==> src/sv/dpr_pkg.sv <==
// ----------------------------------------------------------------------------
// dpr_pkg
// Shared types, codes and helpers for the debug packet receiver.
// ----------------------------------------------------------------------------
package dpr_pkg;

    // default payload limit of one packet
    localparam int DEF_MAX_PAYLOAD = 511;

    // results one received byte can cause, and queue depth between front and back
    localparam int MAX_RESULTS = 4;
    localparam int RES_IDX_W   = $clog2(MAX_RESULTS);
    localparam int RES_CNT_W   = $clog2(MAX_RESULTS + 1);
    localparam int QUEUE_DEPTH = 4;

    // result kinds
    localparam logic [1:0] KIND_PAYLOAD = 2'd0;
    localparam logic [1:0] KIND_SEND    = 2'd1;
    localparam logic [1:0] KIND_ACCEPT  = 2'd2;
    localparam logic [1:0] KIND_DISCARD = 2'd3;

    // framing characters
    localparam logic [7:0] CHAR_DOLLAR = 8'h24;
    localparam logic [7:0] CHAR_HASH   = 8'h23;
    localparam logic [7:0] CHAR_PLUS   = 8'h2B;
    localparam logic [7:0] CHAR_MINUS  = 8'h2D;
    localparam logic [7:0] CHAR_COLON  = 8'h3A;

    // one result transaction without the last flag
    typedef struct packed {
        logic [1:0] kind;
        logic [7:0] data;
    } result_t;

    // all results caused by one received byte
    typedef struct packed {
        logic [RES_CNT_W-1:0]         count;
        result_t [MAX_RESULTS-1:0]    res;
    } cmd_t;

    // hex digit value, all ones for a bad digit
    function automatic logic [7:0] hexval(logic [7:0] c);
        logic [7:0] v;
        if (c >= 8'h61 && c <= 8'h66)
        begin
            v = c - 8'h61 + 8'd10;
        end
        else if (c >= 8'h30 && c <= 8'h39)
        begin
            v = c - 8'h30;
        end
        else if (c >= 8'h41 && c <= 8'h46)
        begin
            v = c - 8'h41 + 8'd10;
        end
        else
        begin
            v = 8'hFF;
        end
        return v;
    endfunction

endpackage

==> src/sv/dpr_if.sv <==
// ----------------------------------------------------------------------------
// dpr_if
// Valid/ready channels of the debug packet receiver: received bytes and results.
// ----------------------------------------------------------------------------

// received byte channel
interface dpr_rx_if;
    logic       valid;
    logic       ready;
    logic [7:0] rx_byte;

    modport source (output valid, output rx_byte, input ready);
    modport sink   (input valid, input rx_byte, output ready);
endinterface

// result channel
interface dpr_res_if;
    logic       valid;
    logic       ready;
    logic [1:0] kind;
    logic [7:0] data_byte;
    logic       last;

    modport source (output valid, output kind, output data_byte, output last, input ready);
    modport sink   (input valid, input kind, input data_byte, input last, output ready);
endinterface

==> src/sv/dpr_front.sv <==
// ----------------------------------------------------------------------------
// dpr_front
// Packet parser: takes one byte per transaction, tracks framing, checksum and
// held bytes, and builds the list of results that byte causes.
// ----------------------------------------------------------------------------
module dpr_front #(
    parameter int MAX_PAYLOAD = dpr_pkg::DEF_MAX_PAYLOAD
) (
    input  logic          clk,
    input  logic          rst_n,
    dpr_rx_if.sink        rx,
    input  logic          q_full,
    output logic          push,
    output dpr_pkg::cmd_t cmd
);
    import dpr_pkg::*;

    localparam int               CNT_W  = $clog2(MAX_PAYLOAD);
    localparam logic [CNT_W-1:0] LIMIT  = CNT_W'(MAX_PAYLOAD - 1);
    localparam logic [CNT_W-1:0] HOLD_N = CNT_W'(3);

    localparam logic [1:0] PH_HUNT = 2'd0;
    localparam logic [1:0] PH_BODY = 2'd1;
    localparam logic [1:0] PH_HI   = 2'd2;
    localparam logic [1:0] PH_LO   = 2'd3;

    logic [1:0]       phase_reg, phase_next;
    logic [7:0]       sum_reg, sum_next;
    logic [CNT_W-1:0] count_reg, count_next;
    logic [7:0]       held_reg [3];
    logic [7:0]       held_next [3];
    logic [7:0]       sum_high_reg, sum_high_next;
    logic             seq_reg, seq_next;

    logic             accept;
    logic [7:0]       b;
    logic [7:0]       hv;
    logic [7:0]       got;
    logic [CNT_W-1:0] cnt_inc;
    cmd_t             c;

    // append one result to the list
    function automatic cmd_t add_res(cmd_t cin, logic [1:0] k, logic [7:0] d);
        cmd_t co;
        co = cin;
        co.res[co.count[RES_IDX_W-1:0]] = '{kind: k, data: d};
        co.count = co.count + 1'b1;
        return co;
    endfunction

    assign accept   = rx.valid && rx.ready;
    assign rx.ready = !q_full;
    assign b        = rx.rx_byte;
    assign hv       = hexval(b);
    assign got      = sum_high_reg + hv;
    assign cnt_inc  = count_reg + 1'b1;

    // next state and result list for the incoming byte
    always_comb
    begin
        phase_next    = phase_reg;
        sum_next      = sum_reg;
        count_next    = count_reg;
        held_next     = held_reg;
        sum_high_next = sum_high_reg;
        seq_next      = seq_reg;
        c             = '0;

        unique case (phase_reg)
            PH_HUNT:
            begin
                if (b == CHAR_DOLLAR)
                begin
                    sum_next   = '0;
                    count_next = '0;
                    seq_next   = 1'b0;
                    phase_next = PH_BODY;
                end
            end
            PH_BODY:
            begin
                if (b == CHAR_DOLLAR)
                begin
                    // restart inside the body
                    c          = add_res(c, KIND_DISCARD, 8'h00);
                    sum_next   = '0;
                    count_next = '0;
                    seq_next   = 1'b0;
                end
                else if (b == CHAR_HASH)
                begin
                    // short packet releases only what was written
                    for (int i = 0; i < 3; i++)
                    begin
                        if (count_reg < HOLD_N && count_reg > CNT_W'(i))
                        begin
                            c = add_res(c, KIND_PAYLOAD, held_reg[i]);
                        end
                    end
                    phase_next = PH_HI;
                end
                else
                begin
                    sum_next   = sum_reg + b;
                    count_next = cnt_inc;
                    if (count_reg < HOLD_N)
                    begin
                        held_next[count_reg[1:0]] = b;
                    end
                    if (cnt_inc == HOLD_N)
                    begin
                        if (b == CHAR_COLON)
                        begin
                            seq_next = 1'b1;
                        end
                        else
                        begin
                            c = add_res(c, KIND_PAYLOAD, held_reg[0]);
                            c = add_res(c, KIND_PAYLOAD, held_reg[1]);
                            c = add_res(c, KIND_PAYLOAD, b);
                        end
                    end
                    else if (cnt_inc > HOLD_N)
                    begin
                        c = add_res(c, KIND_PAYLOAD, b);
                    end
                    // payload limit drops the packet
                    if (cnt_inc >= LIMIT)
                    begin
                        c          = add_res(c, KIND_DISCARD, 8'h00);
                        phase_next = PH_HUNT;
                    end
                end
            end
            PH_HI:
            begin
                sum_high_next = {hv[3:0], 4'h0};
                phase_next    = PH_LO;
            end
            PH_LO:
            begin
                if (got == sum_reg)
                begin
                    c = add_res(c, KIND_SEND, CHAR_PLUS);
                    if (seq_reg)
                    begin
                        c = add_res(c, KIND_SEND, held_reg[0]);
                        c = add_res(c, KIND_SEND, held_reg[1]);
                    end
                    c = add_res(c, KIND_ACCEPT, 8'h00);
                end
                else
                begin
                    c = add_res(c, KIND_SEND, CHAR_MINUS);
                    c = add_res(c, KIND_DISCARD, 8'h00);
                end
                phase_next = PH_HUNT;
            end
        endcase
    end

    assign cmd  = c;
    assign push = accept && (c.count != '0);

    // control state
    always_ff @(posedge clk or negedge rst_n)
    begin
        if (!rst_n)
        begin
            phase_reg    <= PH_HUNT;
            sum_reg      <= '0;
            count_reg    <= '0;
            sum_high_reg <= '0;
            seq_reg      <= 1'b0;
        end
        else if (accept)
        begin
            phase_reg    <= phase_next;
            sum_reg      <= sum_next;
            count_reg    <= count_next;
            sum_high_reg <= sum_high_next;
            seq_reg      <= seq_next;
        end
    end

    // held payload bytes
    always_ff @(posedge clk)
    begin
        if (accept)
        begin
            held_reg <= held_next;
        end
    end

    // a byte seen while hunting never produces results
    a_hunt_silent: assert property (@(posedge clk) disable iff (!rst_n)
        (accept && phase_reg == PH_HUNT) |-> !push)
        else $error("result produced while hunting");

endmodule

==> src/sv/dpr_queue.sv <==
// ----------------------------------------------------------------------------
// dpr_queue
// Short queue of result lists between parser and result sequencer.
// ----------------------------------------------------------------------------
module dpr_queue (
    input  logic          clk,
    input  logic          rst_n,
    input  logic          push,
    input  dpr_pkg::cmd_t wr_cmd,
    input  logic          pop,
    output logic          full,
    output logic          empty,
    output dpr_pkg::cmd_t head
);
    import dpr_pkg::*;

    localparam int PTR_W = $clog2(QUEUE_DEPTH);

    cmd_t             mem [QUEUE_DEPTH];
    logic [PTR_W-1:0] wr_ptr_reg;
    logic [PTR_W-1:0] rd_ptr_reg;
    logic [PTR_W:0]   fill_reg;

    assign full  = (fill_reg == (PTR_W+1)'(QUEUE_DEPTH));
    assign empty = (fill_reg == '0);
    assign head  = mem[rd_ptr_reg];

    // storage
    always_ff @(posedge clk)
    begin
        if (push)
        begin
            mem[wr_ptr_reg] <= wr_cmd;
        end
    end

    // pointers and fill level
    always_ff @(posedge clk or negedge rst_n)
    begin
        if (!rst_n)
        begin
            wr_ptr_reg <= '0;
            rd_ptr_reg <= '0;
            fill_reg   <= '0;
        end
        else
        begin
            if (push)
            begin
                wr_ptr_reg <= wr_ptr_reg + 1'b1;
            end
            if (pop)
            begin
                rd_ptr_reg <= rd_ptr_reg + 1'b1;
            end
            if (push && !pop)
            begin
                fill_reg <= fill_reg + 1'b1;
            end
            else if (pop && !push)
            begin
                fill_reg <= fill_reg - 1'b1;
            end
        end
    end

    a_no_overflow: assert property (@(posedge clk) disable iff (!rst_n)
        full |-> !push)
        else $error("queue written while full");

    a_no_underflow: assert property (@(posedge clk) disable iff (!rst_n)
        empty |-> !pop)
        else $error("queue read while empty");

endmodule

==> src/sv/dpr_back.sv <==
// ----------------------------------------------------------------------------
// dpr_back
// Result sequencer: walks the queue head list, one result per cycle unless
// stalled, into a registered output stage; marks the final one as last.
// ----------------------------------------------------------------------------
module dpr_back (
    input  logic          clk,
    input  logic          rst_n,
    input  logic          empty,
    input  dpr_pkg::cmd_t head,
    output logic          pop,
    dpr_res_if.source     res
);
    import dpr_pkg::*;

    logic [RES_IDX_W-1:0] idx_reg;
    logic                 out_valid_reg;
    logic [1:0]           out_kind_reg;
    logic [7:0]           out_data_reg;
    logic                 out_last_reg;

    logic                 load;
    logic                 last_item;
    result_t              cur;

    assign load      = !empty && (!out_valid_reg || res.ready);
    assign last_item = ({1'b0, idx_reg} + 1'b1) == head.count;
    assign cur       = head.res[idx_reg];
    assign pop       = load && last_item;

    assign res.valid     = out_valid_reg;
    assign res.kind      = out_kind_reg;
    assign res.data_byte = out_data_reg;
    assign res.last      = out_last_reg;

    // position within the head list and output valid
    always_ff @(posedge clk or negedge rst_n)
    begin
        if (!rst_n)
        begin
            idx_reg       <= '0;
            out_valid_reg <= 1'b0;
        end
        else
        begin
            if (load)
            begin
                idx_reg       <= last_item ? '0 : idx_reg + 1'b1;
                out_valid_reg <= 1'b1;
            end
            else if (res.ready)
            begin
                out_valid_reg <= 1'b0;
            end
        end
    end

    // output payload
    always_ff @(posedge clk)
    begin
        if (load)
        begin
            out_kind_reg <= cur.kind;
            out_data_reg <= cur.data;
            out_last_reg <= last_item;
        end
    end

    a_idx_in_list: assert property (@(posedge clk) disable iff (!rst_n)
        !empty |-> ({1'b0, idx_reg} < head.count))
        else $error("sequencer index beyond list");

    a_marker_is_last: assert property (@(posedge clk) disable iff (!rst_n)
        (out_valid_reg && out_kind_reg == KIND_ACCEPT) |-> out_last_reg)
        else $error("accept marker not last");

endmodule

==> src/sv/debug_packet_receiver.sv <==
// ----------------------------------------------------------------------------
// debug_packet_receiver
// Receive side of a remote-debug serial packet link: framing, checksum check,
// sequence id handling and payload release.
//
//   channel  dir  handshake     payload
//   rx       in   valid/ready   rx_byte[7:0]
//   res      out  valid/ready   kind[1:0], data_byte[7:0], last
//
// A byte is taken every cycle while the four-entry queue has room.
// Results leave one per cycle from a registered output stage while res is
// ready; a byte causes up to four results; the output stage sets the rate.
// Reset is asynchronous, active low; it returns the parser to hunting for '$'.
// A stalled result side fills the queue and then holds rx ready low.
// ----------------------------------------------------------------------------
module debug_packet_receiver #(
    parameter int MAX_PAYLOAD = dpr_pkg::DEF_MAX_PAYLOAD
) (
    input  logic      clk,
    input  logic      rst_n,
    dpr_rx_if.sink    rx,
    dpr_res_if.source res
);
    import dpr_pkg::*;

    logic push;
    logic pop;
    logic q_full;
    logic q_empty;
    cmd_t wr_cmd;
    cmd_t head;

    // parser
    dpr_front #(
        .MAX_PAYLOAD (MAX_PAYLOAD)
    ) u_front (
        .clk    (clk),
        .rst_n  (rst_n),
        .rx     (rx),
        .q_full (q_full),
        .push   (push),
        .cmd    (wr_cmd)
    );

    // result list queue
    dpr_queue u_queue (
        .clk    (clk),
        .rst_n  (rst_n),
        .push   (push),
        .wr_cmd (wr_cmd),
        .pop    (pop),
        .full   (q_full),
        .empty  (q_empty),
        .head   (head)
    );

    // result sequencer
    dpr_back u_back (
        .clk   (clk),
        .rst_n (rst_n),
        .empty (q_empty),
        .head  (head),
        .pop   (pop),
        .res   (res)
    );

endmodule

==> src/flat_wrapper.sv <==
// flat-port wrapper written by rule: the top's interface ports become plain ports
module debug_packet_receiver_flat import dpr_pkg::*;
#(
    parameter int MAX_PAYLOAD = dpr_pkg::DEF_MAX_PAYLOAD
)
  (clk, rst_n, rx_valid, rx_rx_byte, rx_ready, res_valid, res_kind, res_data_byte, res_last, res_ready);
  dpr_rx_if rx_i ();
  dpr_res_if res_i ();
  input  logic clk;
  input  logic rst_n;
  input wire logic [$bits(rx_i.valid)-1:0] rx_valid;
  input wire logic [$bits(rx_i.rx_byte)-1:0] rx_rx_byte;
  output wire logic [$bits(rx_i.ready)-1:0] rx_ready;
  output wire logic [$bits(res_i.valid)-1:0] res_valid;
  output wire logic [$bits(res_i.kind)-1:0] res_kind;
  output wire logic [$bits(res_i.data_byte)-1:0] res_data_byte;
  output wire logic [$bits(res_i.last)-1:0] res_last;
  input wire logic [$bits(res_i.ready)-1:0] res_ready;
  assign rx_i.valid = rx_valid;
  assign rx_i.rx_byte = rx_rx_byte;
  assign rx_ready = rx_i.ready;
  assign res_valid = res_i.valid;
  assign res_kind = res_i.kind;
  assign res_data_byte = res_i.data_byte;
  assign res_last = res_i.last;
  assign res_i.ready = res_ready;
  debug_packet_receiver #(.MAX_PAYLOAD(MAX_PAYLOAD)) u_core (.clk(clk), .rst_n(rst_n), .rx(rx_i), .res(res_i));
endmodule
==> config.mk <==
export PLATFORM = sky130hd
export DESIGN_NAME = debug_packet_receiver_flat
export DESIGN_NICKNAME = d
export VERILOG_FILES = /design/src/sv/dpr_pkg.sv /design/src/sv/dpr_if.sv /design/src/sv/dpr_front.sv /design/src/sv/dpr_queue.sv /design/src/sv/dpr_back.sv /design/src/sv/debug_packet_receiver.sv /design/src/flat_wrapper.sv
export SDC_FILE = /design/constraint.sdc
export NUM_CORES = 1
export LEC_CHECK = 0
export BUFFER_PORTS_ARGS = -buffer_cell sky130_fd_sc_hd__buf_2
export CORE_UTILIZATION = 54
export CTS_BUF_LIST = sky130_fd_sc_hd__clkbuf_4 sky130_fd_sc_hd__clkbuf_8 sky130_fd_sc_hd__clkbuf_16
export DETAILED_ROUTE_END_ITERATION = 8
export HOLD_SLACK_MARGIN = 0.05
export PLACE_DENSITY = 0.8
export SLEW_MARGIN = 30
export SYNTH_ARGS = -nofsm -noshare
export SYNTH_HDL_FRONTEND = slang
export SYNTH_SLANG_ARGS = --single-unit
==> constraint.sdc <==
create_clock -name clk -period 5.74 [get_ports clk]
set_clock_uncertainty 0.2 [all_clocks]
set_input_delay 1.148 -clock clk [delete_from_list [all_inputs] [get_ports clk]]
set_output_delay 1.148 -clock clk [all_outputs]
set_load 0.05 [all_outputs]
==> run summary, run 1 <==
via-per-instance ratio = 6.44
nets@finish = 930
Netlist cell types = 81
Vias = 7,552
Mapped Area = 11,800 um2
CP Capture Type = flop
Setup-failing EPs final = 0
Fill cells = 1,483
area grow syn2layout = 13.1%
Max Fclk = 0.189 GHz
Detailed Routing Iterations Pass 1 = 7
DR WL/cell = 23.0 um
FF+latch area = 7070 um2
share of layout cells above drive strength 1 = 22.0%
RSZ-0062 raised after global routing = false
Hold Vio Cnt, Final = 0
fin. max-slew vios = 0
Tcrit/Tclk final = 92.4%
max reg flops = 172
drt total wl = 27.0 mm
LEAKAGE = 4.70 nW
pin count of the biggest net entering global routing = 44
# port buffers = 24
vias in the first global route = 7,478
cts bufs inserted = 25
first-pass GRT wire length = 41.8 mm
postcts setup bufs = 0
die area = 22,400 um2
outcome = completed
final RePlAce weighted congestion = 0.907
I/O Pins = 25
Worst-path clk slew = 0.06 ns
Peak VDD IR = 0.292 mV
sequential area share after synthesis = 59.9%
Starting Density = 55.6%
Worst EP arrival = 5.38 ns
diode count = 0
EDFF count, synth = 207
kind of critical path = in -> reg
initial antenna violation count = 0
ys flop type = edfxtp_1
clk sink count = 241
Clock Tree Buf Depth = 3
Seq cells post-synth = 241
worst hold-check path type = reg -> reg
Mapped Cells = 827
fraction of registers with async set/reset = 14.1%
Die Span Y = 150 um
max-cap viol count = 0
Worst Path Required = 5.81 ns
Hold-fix buffers, CTS = 0
Crit Path Max Fanout = 19
CTS Root Buffer Type = clkbuf_16
power density over the cells = 451 nW/um2
worst slew pin tran = 0.940 ns
CTS tree = built
first-iteration detailed-routing DRC count = 709
Total Routing Usage GR = 24.8%
total chip power = 6.02 mW
most frequent cells in the layout = 207 x edfxtp_1, 54 x nand2_1, 53 x mux4_2
H-tree depth = 1
Synth Warn # = 0
total core area = 21,200 um2
Rows = 53
Synth Area per Inst = 14.3 um2
CTS resizes = 0
DP Wirelength = 17.3 mm
chip width = 150 um
commonest non-fill, non-tap cell in the layout = edfxtp_1
critical path launch point type = input pin
Routed Antenna Nets = 0
Skew-Pair Late Insertion Delay = 0.54 ns
multi-input gate area in the final layout = 4410 um2
Tmin final = 5.30 ns
Rel. slew slack = 36.5%
drt drc = 0
final core occ = 62.9%
GRT overflow = 0
[critical path: stages]
cell and delay (ns):
buf_2 0.15, inv_1 0.10, ha_1 0.17, nor2_1 0.08
or4_4 0.54, nor3_1 0.26, nor2_1 0.08, nor3_1 0.18
a21oi_1 0.07, ha_1 0.21, fa_1 0.46, xor2_1 0.17
a2111oi_0 0.37, o311ai_1 0.22, nor4_4 0.41, nand4_4 0.14
buf_12 0.18, o21ai_0 0.43
[routing by layer]
| metal | vias to the layer above | GRT usage [%] | share of wire [%] |
|---|---|---|---|
| met5 | - | 0 | 0 |
| met3 | 66 | 3.45 | 6.7 |
| met4 | 0 | 7.73 | 2.9 |
| li1 | 3327 | - | - |
| met2 | 345 | 42.2 | 50 |
| met1 | 3814 | 32.9 | 40 |
[synth_stat cells, types with 3 or more instances]
| cell type | n | share of area (%) |
|---|---|---|
| a21o_1 | 9 | 0.57 |
| dfrtp_1 | 34 | 7.2 |
| nand3_1 | 13 | 0.55 |
| o31ai_1 | 4 | 0.25 |
| o21ai_0 | 51 | 2.2 |
| o2111ai_1 | 4 | 0.30 |
| a211oi_1 | 5 | 0.32 |
| a22oi_1 | 27 | 1.7 |
| o21a_1 | 4 | 0.25 |
| o211ai_1 | 3 | 0.19 |
| a2111oi_0 | 4 | 0.30 |
| nor4_1 | 3 | 0.16 |
| o2bb2ai_1 | 6 | 0.45 |
| mux4_2 | 53 | 10 |
| edfxtp_1 | 207 | 53 |
| fa_1 | 3 | 0.51 |
| and3_1 | 15 | 0.80 |
| xor2_1 | 12 | 0.89 |
| nand2_1 | 54 | 1.7 |
| nor2_1 | 38 | 1.2 |
| ha_1 | 37 | 3.9 |
| o31a_1 | 3 | 0.22 |
| xnor2_1 | 13 | 0.96 |
| nor3_1 | 13 | 0.55 |
| o21ai_2 | 7 | 0.52 |
| clkbuf_1 | 23 | 0.73 |
| nand4_1 | 5 | 0.27 |
| buf_1 | 5 | 0.16 |
| nor2b_1 | 4 | 0.21 |
| a21oi_1 | 21 | 0.89 |
| a31oi_1 | 9 | 0.48 |
| inv_1 | 41 | 1.3 |
| and2_1 | 16 | 0.85 |
| buf_2 | 6 | 0.25 |
| nand2b_1 | 9 | 0.48 |
| o22ai_1 | 3 | 0.16 |
| o21bai_1 | 3 | 0.19 |
[power by group]
part | switching, mW | leakage (nW) | internal, mW
registers | 0.229 | 2.26 | 2.11
logic | 1.10 | 2.00 | 0.807
clock network | 0.696 | 0.435 | 1.08
total | 2.02 | 4.70 | 4.00
[cell families after synthesis]
| family | count (synthesis) | synth area share, % |
|---|---|---|
| buf+inv | 81 | 2.87 |
| xor+xnor | 26 | 1.99 |
| fa+ha+maj | 40 | 4.43 |
| mux | 56 | 10.4 |
| other cells | 1 | 0.0318 |
| compound gates | 190 | 11.5 |
| flops | 241 | 59.9 |
| simple gates | 192 | 8.92 |
[through the flow]
step | instances | cell area, um2 | setup slack (ns) | hold slack [ns] | setup TNS, ns
2_1_floorplan | 830 | 11800 | 0.291 | 0.256 | 0
3_3_place_gp | 1126 | 12400 | 0.167 | 0.267 | 0
3_5_place_dp | 1126 | 12400 | -0.0727 | 0.279 | -0.303
4_1_cts | 1172 | 13300 | 0.473 | 0.297 | 0
5_1_grt | 1172 | 13300 | 0.126 | 0.313 | 0
6_report | 1172 | 13300 | 0.436 | 0.301 | 0
[area by class of cell]
class                      instances  share of cell area [%]
sequential                       241                    53.0
multi-input combinational        508                    33.0
clock buffer                      25                    4.69
timing repair buffer              59                    3.34
tap                              275                    2.58
clock inverter                    21                    2.14
inverter                          43                    1.25
[path summary, 6_finish.rpt]
check | from | slack, ns | cells after the start | to
worst min-delay path | u_core.u_queue.fill_reg[2] | 0.30 | 1 | u_core.u_queue.fill_reg[2]
worst min register to register | u_core.u_queue.fill_reg[2] | 0.30 | 1 | u_core.u_queue.fill_reg[2]
min in group asynchronous | rst_n | 0.50 | 1 | u_core.u_queue.fill_reg[0]
worst max-delay path | rx_rx_byte[4] | 0.44 | 18 | u_core.u_queue.mem[1][25]
max in group asynchronous | rst_n | 4.27 | 1 | u_core.u_queue.rd_ptr_reg[1]
worst max register to register | u_core.u_front.count_reg[2] | 0.82 | 16 | u_core.u_queue.fill_reg[2]
Note: power is estimated with default switching activity, not from simulation.
==> run 2, diff against run 1 <==
- BUFFER_PORTS_ARGS: -buffer_cell sky130_fd_sc_hd__buf_2 -> -buffer_cell sky130_fd_sc_hd__buf_4
==> run summary, run 2 (synthesis results as in run 1) <==
pin count of the biggest net entering global routing = 35 (was 44)
nets@finish = 950 (was 930)
Tmin final = 5.27 ns (was 5.30 ns)
Worst-path clk slew = 0.06 ns (about the same)
kind of critical path = in -> reg (unchanged)
CP bufs+invs = 3 (unchanged)
total core area = 21,200 um2 (unchanged)
Routed Antenna Nets = 0 (unchanged)
cts bufs inserted = 25 (unchanged)
outcome = completed (unchanged)
# port buffers = 24 (unchanged)
Hold Vio Cnt, Final = 0 (unchanged)
final RePlAce weighted congestion = 0.936 (was 0.907)
Die Span Y = 150 um (unchanged)
Skew-Pair Late Insertion Delay = 0.51 ns (was 0.54 ns)
I/O Pins = 25 (unchanged)
worst hold-check path type = reg -> reg (unchanged)
Worst Path Required = 5.80 ns (was 5.81 ns)
first-pass GRT wire length = 42.0 mm (was 41.8 mm)
fin. max-slew vios = 0 (unchanged)
Crit-path slowest cell = or4_4 (unchanged)
drt total wl = 26.7 mm (was 27.0 mm)
LEAKAGE = 4.77 nW (was 4.70 nW)
vias in the first global route = 7,632 (was 7,478)
Setup-failing EPs final = 0 (unchanged)
Hold-fix buffers, CTS = 0 (unchanged)
post-route cell area = 13,500 um2 (was 13,300 um2)
Max Fclk = 0.190 GHz (was 0.189 GHz)
postcts setup bufs = 0 (unchanged)
CTS resizes = 0 (unchanged)
CTS Root Buffer Type = clkbuf_16 (unchanged)
dpl cell area = 12,700 um2 (was 12,400 um2)
H-tree depth = 1 (unchanged)
first-iteration detailed-routing DRC count = 706 (was 709)
GRT met2 Usage = 42.4% (was 42.2%)
Clock Tree Buf Depth = 3 (unchanged)
critical path launch point type = input pin (unchanged)
GRT overflow = 0 (unchanged)
RSZ-0062 raised after global routing = false (unchanged)
Worst EP arrival = 5.33 ns (was 5.38 ns)
Total Routing Usage GR = 24.7% (was 24.8%)
power density over the cells = 432 nW/um2 (was 451 nW/um2)
Tcrit/Tclk final = 91.8% (was 92.4%)
clk sink count = 241 (unchanged)
drt drc = 0 (unchanged)
area grow syn2layout = 14.1% (was 13.1%)
layer carrying the most global-route usage = met2 (unchanged)
max-cap viol count = 0 (unchanged)
grt met3 use = 3.51% (was 3.45%)
via-per-instance ratio = 6.37 (was 6.44)
DR WL/cell = 22.5 um (was 23.0 um)
most frequent cells in the layout = 207 x edfxtp_1, 73 x buf_4, 54 x nand2_1 (was 207 x edfxtp_1, 54 x nand2_1, 53 x mux4_2)
initial antenna violation count = 0 (unchanged)
worst slew pin tran = 0.955 ns (was 0.940 ns)
Vias = 7,585 (was 7,552)
Rows = 53 (unchanged)
share of layout cells above drive strength 1 = 23.5% (was 22.0%)
Starting Density = 55.6% (unchanged)
DP Wirelength = 18.5 mm (was 17.3 mm)
slowest stage delay, CP = 0.53 ns (was 0.54 ns)
max reg flops = 172 (unchanged)
die area = 22,400 um2 (unchanged)
Crit Path Max Fanout = 10 (was 19)
CP Capture Type = flop (unchanged)
chip width = 150 um (unchanged)
CP Cell Sequence = buf_4, inv_1, ha_1, nor2_1, or4_4, nor3_1, nor2_1, nor3_1, a21oi_1, ha_1, fa_1, xor2_1, a2111oi_0, o311ai_1, nor4_4, nand4_4, buf_4, o21ai_0 (was buf_2, inv_1, ha_1, nor2_1, or4_4, nor3_1, nor2_1, nor3_1, a21oi_1, ha_1, fa_1, xor2_1, a2111oi_0, o311ai_1, nor4_4, nand4_4, buf_12, o21ai_0)
Rel. slew slack = 36.1% (was 36.5%)
commonest non-fill, non-tap cell in the layout = edfxtp_1 (unchanged)
Detailed Routing Iterations Pass 1 = 7 (unchanged)
diode count = 0 (unchanged)
GR Util met1 = 32.5% (was 32.9%)
CTS tree = built (unchanged)
Peak VDD IR = 0.251 mV (was 0.292 mV)
kind of cell adding the most delay to the critical path = simple AND/OR/NAND/NOR gates (unchanged)
setup tns final = 0 ns (unchanged)
final core occ = 63.4% (was 62.9%)
run 2: layer usage:
metal	part of all wire [%]	wire length (um)	up-vias
li1	-	-	3375
met1	40	10600	3794
met2	50	13500	348
met3	7.2	1910	68
met5	0	0	-
met4	2.7	726	0
run 2: final timing paths:
path                                             startpoint                      endpoint  slack [ns]  depth (start not counted)
worst max register to register  u_core.u_front.count_reg[1]    u_core.u_queue.fill_reg[2]        0.67                         17
worst max-delay path                          rx_rx_byte[4]     u_core.u_queue.mem[0][26]        0.47                         18
worst min register to register      u_core.u_back.res.valid       u_core.u_back.res.valid        0.29                          2
max in group asynchronous                             rst_n  u_core.u_queue.rd_ptr_reg[0]        4.60                          1
min in group asynchronous                             rst_n     u_core.u_front.sum_reg[3]        0.39                          1
worst min-delay path                u_core.u_back.res.valid       u_core.u_back.res.valid        0.29                          2
run 2: where the power goes:
group | total [mW] | switching, mW | internal [mW] | leakage (nW)
registers | 2.33 | 0.221 | 2.11 | 2.26
clock network | 1.56 | 0.664 | 0.896 | 0.384
logic | 1.93 | 1.09 | 0.833 | 2.12
run 2: cell type report:
| type | count | area, um2 |
|---|---|---|
| Inverter | 43 | 166 |
| Clock inverter | 19 | 168 |
| Tap cell | 275 | 344 |
| Clock buffer | 26 | 633 |
| Multi-Input combinational cell | 508 | 4410 |
| Timing Repair Buffer | 79 | 668 |
| Sequential cell | 241 | 7070 |
| Fill cell | 1507 | 7760 |
run 2: worst reg2reg max path: stages, from the launching register on:
cell	delay (ns)
dfrtp_1	0.52
ha_1	0.28
xor2_1	0.15
or4_4	0.44
a211oi_4	0.39
nand3_2	0.11
nand2b_1	0.18
ha_1	0.32
or4b_2	0.67
a211oi_1	0.33
o31ai_2	0.15
a21oi_4	0.15
ha_1	0.20
inv_1	0.06
fa_1	0.38
xor2_1	0.18
nor2_1	0.11
xor2_1	0.16
run 2: per-stage QoR:
| stage | power [mW] | worst slack, ns | instances | hold slack (ns) |
|---|---|---|---|---|
| final | 5.82 | 0.468 | 1191 | 0.290 |
| after global routing | 6.09 | 0.171 | 1191 | 0.316 |
| after CTS | 5.84 | 0.499 | 1191 | 0.293 |
| after detailed placement | 4.28 | -0.0353 | 1146 | 0.280 |
| after global placement | 4.21 | 0.165 | 1146 | 0.274 |
| after floorplan | 3.73 | 0.291 | 830 | 0.256 |
==> run 3, diff against run 2 <==
- ABC_AREA: not set -> 1
==> run summary, run 3 <==
drt total wl = 30.2 mm (was 26.7 mm)
GRT met2 Usage = 43.3% (was 42.4%)
count leader, synth = edfxtp_1 (unchanged)
Tcrit/Tclk final = 85.5% (was 91.8%)
first-iteration detailed-routing DRC count = 740 (was 706)
CTS Root Buffer Type = clkbuf_16 (unchanged)
Clock Tree Buf Depth = 3 (unchanged)
Seq cells post-synth = 241 (unchanged)
Worst-path clk slew = 0.06 ns (about the same)
r2r worst-path depth = 26 (was 17)
Tmin final = 4.91 ns (was 5.27 ns)
nets@finish = 1,265 (was 950)
kind of critical path = in -> reg (unchanged)
drt drc = 0 (unchanged)
Peak VDD IR = 0.276 mV (was 0.251 mV)
fraction of registers with async set/reset = 14.1% (unchanged)
Starting Density = 55.4% (was 55.6%)
synth top area cells = edfxtp_1 51%, dfrtp_1 7.0%, o21ai_0 5.5% (was edfxtp_1 53%, mux4_2 10%, dfrtp_1 7.2%)
worst slew pin tran = 0.872 ns (was 0.955 ns)
postcts setup bufs = 0 (unchanged)
Vias = 9,180 (was 7,585)
Hold Crit Start = u_core.u_front.sum_high_reg[4] (was u_core.u_back.res.valid)
Synth Area per Inst = 10.2 um2 (was 14.3 um2)
total chip power = 7.43 mW (was 5.82 mW)
max reg flops = 172 (unchanged)
Synth Warn # = 0 (unchanged)
layer carrying the most global-route usage = met2 (unchanged)
Skew-Pair Late Insertion Delay = 0.53 ns (was 0.51 ns)
GR Util met1 = 34.5% (was 32.5%)
area grow syn2layout = 11.9% (was 14.1%)
Hold Vio Cnt, Final = 0 (unchanged)
LEAKAGE = 5.31 nW (was 4.77 nW)
R2R Setup Slk = 1.36 ns (was 0.67 ns)
Synth top cells by count = 207 x edfxtp_1, 156 x nor2_1, 141 x nand2_1, 133 x o21ai_0, 104 x inv_1 (was 207 x edfxtp_1, 54 x nand2_1, 53 x mux4_2, 51 x o21ai_0, 41 x inv_1)
worst hold-check path type = reg -> reg (unchanged)
cts bufs inserted = 24 (was 25)
share of layout cells above drive strength 1 = 13.6% (was 23.5%)
max-cap viol count = 0 (unchanged)
CTS tree = built (unchanged)
Max Fclk = 0.204 GHz (was 0.190 GHz)
sequential area share after synthesis = 58.3% (was 59.9%)
CP Capture Type = flop (unchanged)
Detailed Routing Iterations Pass 1 = 5 (was 7)
Netlist cell types = 51 (was 81)
RSZ-0062 raised after global routing = false (unchanged)
critical path launch point type = input pin (unchanged)
setup tns final = 0 ns (unchanged)
EDFF count, synth = 207 (unchanged)
Mapped Cells = 1,184 (was 827)
# port buffers = 24 (unchanged)
Routed Antenna Nets = 0 (unchanged)
die area = 23,100 um2 (was 22,400 um2)
post-synth top area cell = edfxtp_1 (unchanged)
DR WL/cell = 20.0 um (was 22.5 um)
chip width = 152 um (was 150 um)
via-per-instance ratio = 6.08 (was 6.37)
Setup-failing EPs final = 0 (unchanged)
GRT overflow = 0 (unchanged)
Place WS = 0.340 ns (was -0.0353 ns)
DP Wirelength = 19.5 mm (was 18.5 mm)
Worst Path Required = 5.94 ns (was 5.80 ns)
pin count of the biggest net entering global routing = 88 (was 35)
post-route setup slack = 0.833 ns (was 0.468 ns)
first-pass GRT wire length = 47.1 mm (was 42.0 mm)
outcome = completed (unchanged)
vias in the first global route = 8,769 (was 7,632)
I/O Pins = 25 (unchanged)
Rows = 54 (was 53)
power density over the cells = 548 nW/um2 (was 432 nW/um2)
fin. max-slew vios = 0 (unchanged)
Mapped Area = 12,100 um2 (was 11,800 um2)
commonest non-fill, non-tap cell in the layout = edfxtp_1 (unchanged)
Hold-fix buffers, CTS = 0 (unchanged)
initial antenna violation count = 0 (unchanged)
diode count = 0 (unchanged)
ys flop type = edfxtp_1 (unchanged)
final RePlAce weighted congestion = 0.982 (was 0.936)
Total Routing Usage GR = 25.8% (was 24.7%)
CTS resizes = 0 (unchanged)
Critical R2R Launch = u_core.u_front.count_reg[0] (was u_core.u_front.count_reg[1])
Hold EP = u_core.u_front.sum_high_reg[4] (was u_core.u_back.res.valid)
Worst EP arrival = 5.11 ns (was 5.33 ns)
Crit Path Max Fanout = 9 (was 10)
clk sink count = 241 (unchanged)
grt met3 use = 3.85% (was 3.51%)
Synth top area share = 51.2% (was 52.7%)
worst reg2reg endpoint = u_core.u_queue.fill_reg[2] (unchanged)
total core area = 21,900 um2 (was 21,200 um2)
most frequent cells in the layout = 207 x edfxtp_1, 152 x nor2_1, 141 x nand2_1 (was 207 x edfxtp_1, 73 x buf_4, 54 x nand2_1)
Die Span Y = 152 um (was 150 um)
H-tree depth = 1 (unchanged)
Rel. slew slack = 41.9% (was 36.1%)
hold path cells = 2 (unchanged)
run 3: cell types whose count changed after synthesis, moves of 20 or more:
cell	change
a22oi_1	-27
inv_1	+63
nand3_1	+55
nand2_1	+87
nor2_1	+118
o22ai_1	+20
mux4_2	-53
o221ai_1	+38
o21ai_0	+82
run 3: layer usage:
metal,wire (um),vias up,share of wire (%)
met5,0,-,0
met4,841,0,2.8
met3,2700,90,8.9
met2,14600,490,48
met1,12000,4379,40
li1,-,4221,-
run 3: worst max-delay path by stage:
stage	slack (ns)	startpoint	end	cells past startpoint
after CTS	0.86	rx_rx_byte[0]	u_core.u_queue.fill_reg[2]	27
after global routing	0.54	rx_rx_byte[0]	u_core.u_queue.fill_reg[2]	27
after global placement	0.42	rx_rx_byte[0]	u_core.u_queue.fill_reg[2]	27
after detailed placement	0.34	rx_rx_byte[0]	u_core.u_queue.fill_reg[2]	27
after floorplan	-0.44	rx_rx_byte[4]	u_core.u_queue.mem[0][0]	21
final	0.83	rx_rx_byte[0]	u_core.u_queue.fill_reg[2]	27
run 3: cell families after synthesis:
logic type / Yosys count / share of synthesized area (%)
and+or+nand+nor: 433 / 16.2
AOI/OAI and AO/OA: 268 / 13.4
DFF: 241 / 58.3
buffers and inverters: 176 / 5.95
adders and majority gates: 40 / 4.31
xor gates and xnor gates: 25 / 1.81
other: 1 / 0.0309
run 3: report_power, final:
group	switching [mW]	internal (mW)
logic	2.17	0.897
registers	0.176	2.54
clock network	0.642	1.01
total	2.99	4.45
run 3: final cells by class:
| type | instances | area, um2 |
|---|---|---|
| tap | 280 | 350 |
| fill | 1729 | 8320 |
| clock buffer | 31 | 677 |
| multi-input combinational | 770 | 4410 |
| clock inverter | 11 | 156 |
| sequential | 241 | 7070 |
| inverter | 126 | 488 |
| timing repair buffer | 50 | 425 |
run 3: critical path, cell delays in order:
cell and delay (ns):
buf_4 0.15, inv_2 0.17, ha_1 0.20, inv_1 0.04, nor2_1 0.15, nand3_1 0.09
nand2_1 0.08, inv_2 0.04, nand2_2 0.09, nand2_2 0.09, a32oi_1 0.22, ha_1 0.22
fa_1 0.44, xor2_1 0.17, nor3_1 0.24, nand3_1 0.11, nor2_1 0.13, nand3_2 0.12
nand2_2 0.13, o21bai_4 0.08, inv_1 0.05, ha_1 0.12, inv_1 0.06, fa_1 0.37
a21oi_1 0.14, o21ai_0 0.10, xor2_1 0.15
run 3: through the flow:
| step | area [um2] | std cells | hold slack [ns] | util, % |
|---|---|---|---|---|
| after CTS | 13600 | 1509 | 0.312 | 61.9 |
| after floorplan | 12100 | 1187 | 0.255 | - |
| after global placement | 12700 | 1467 | 0.290 | 58.1 |
| after global routing | 13600 | 1509 | 0.342 | 62.0 |
| final | 13600 | 1509 | 0.314 | 62.0 |
| after detailed placement | 12700 | 1467 | 0.298 | 58.1 |
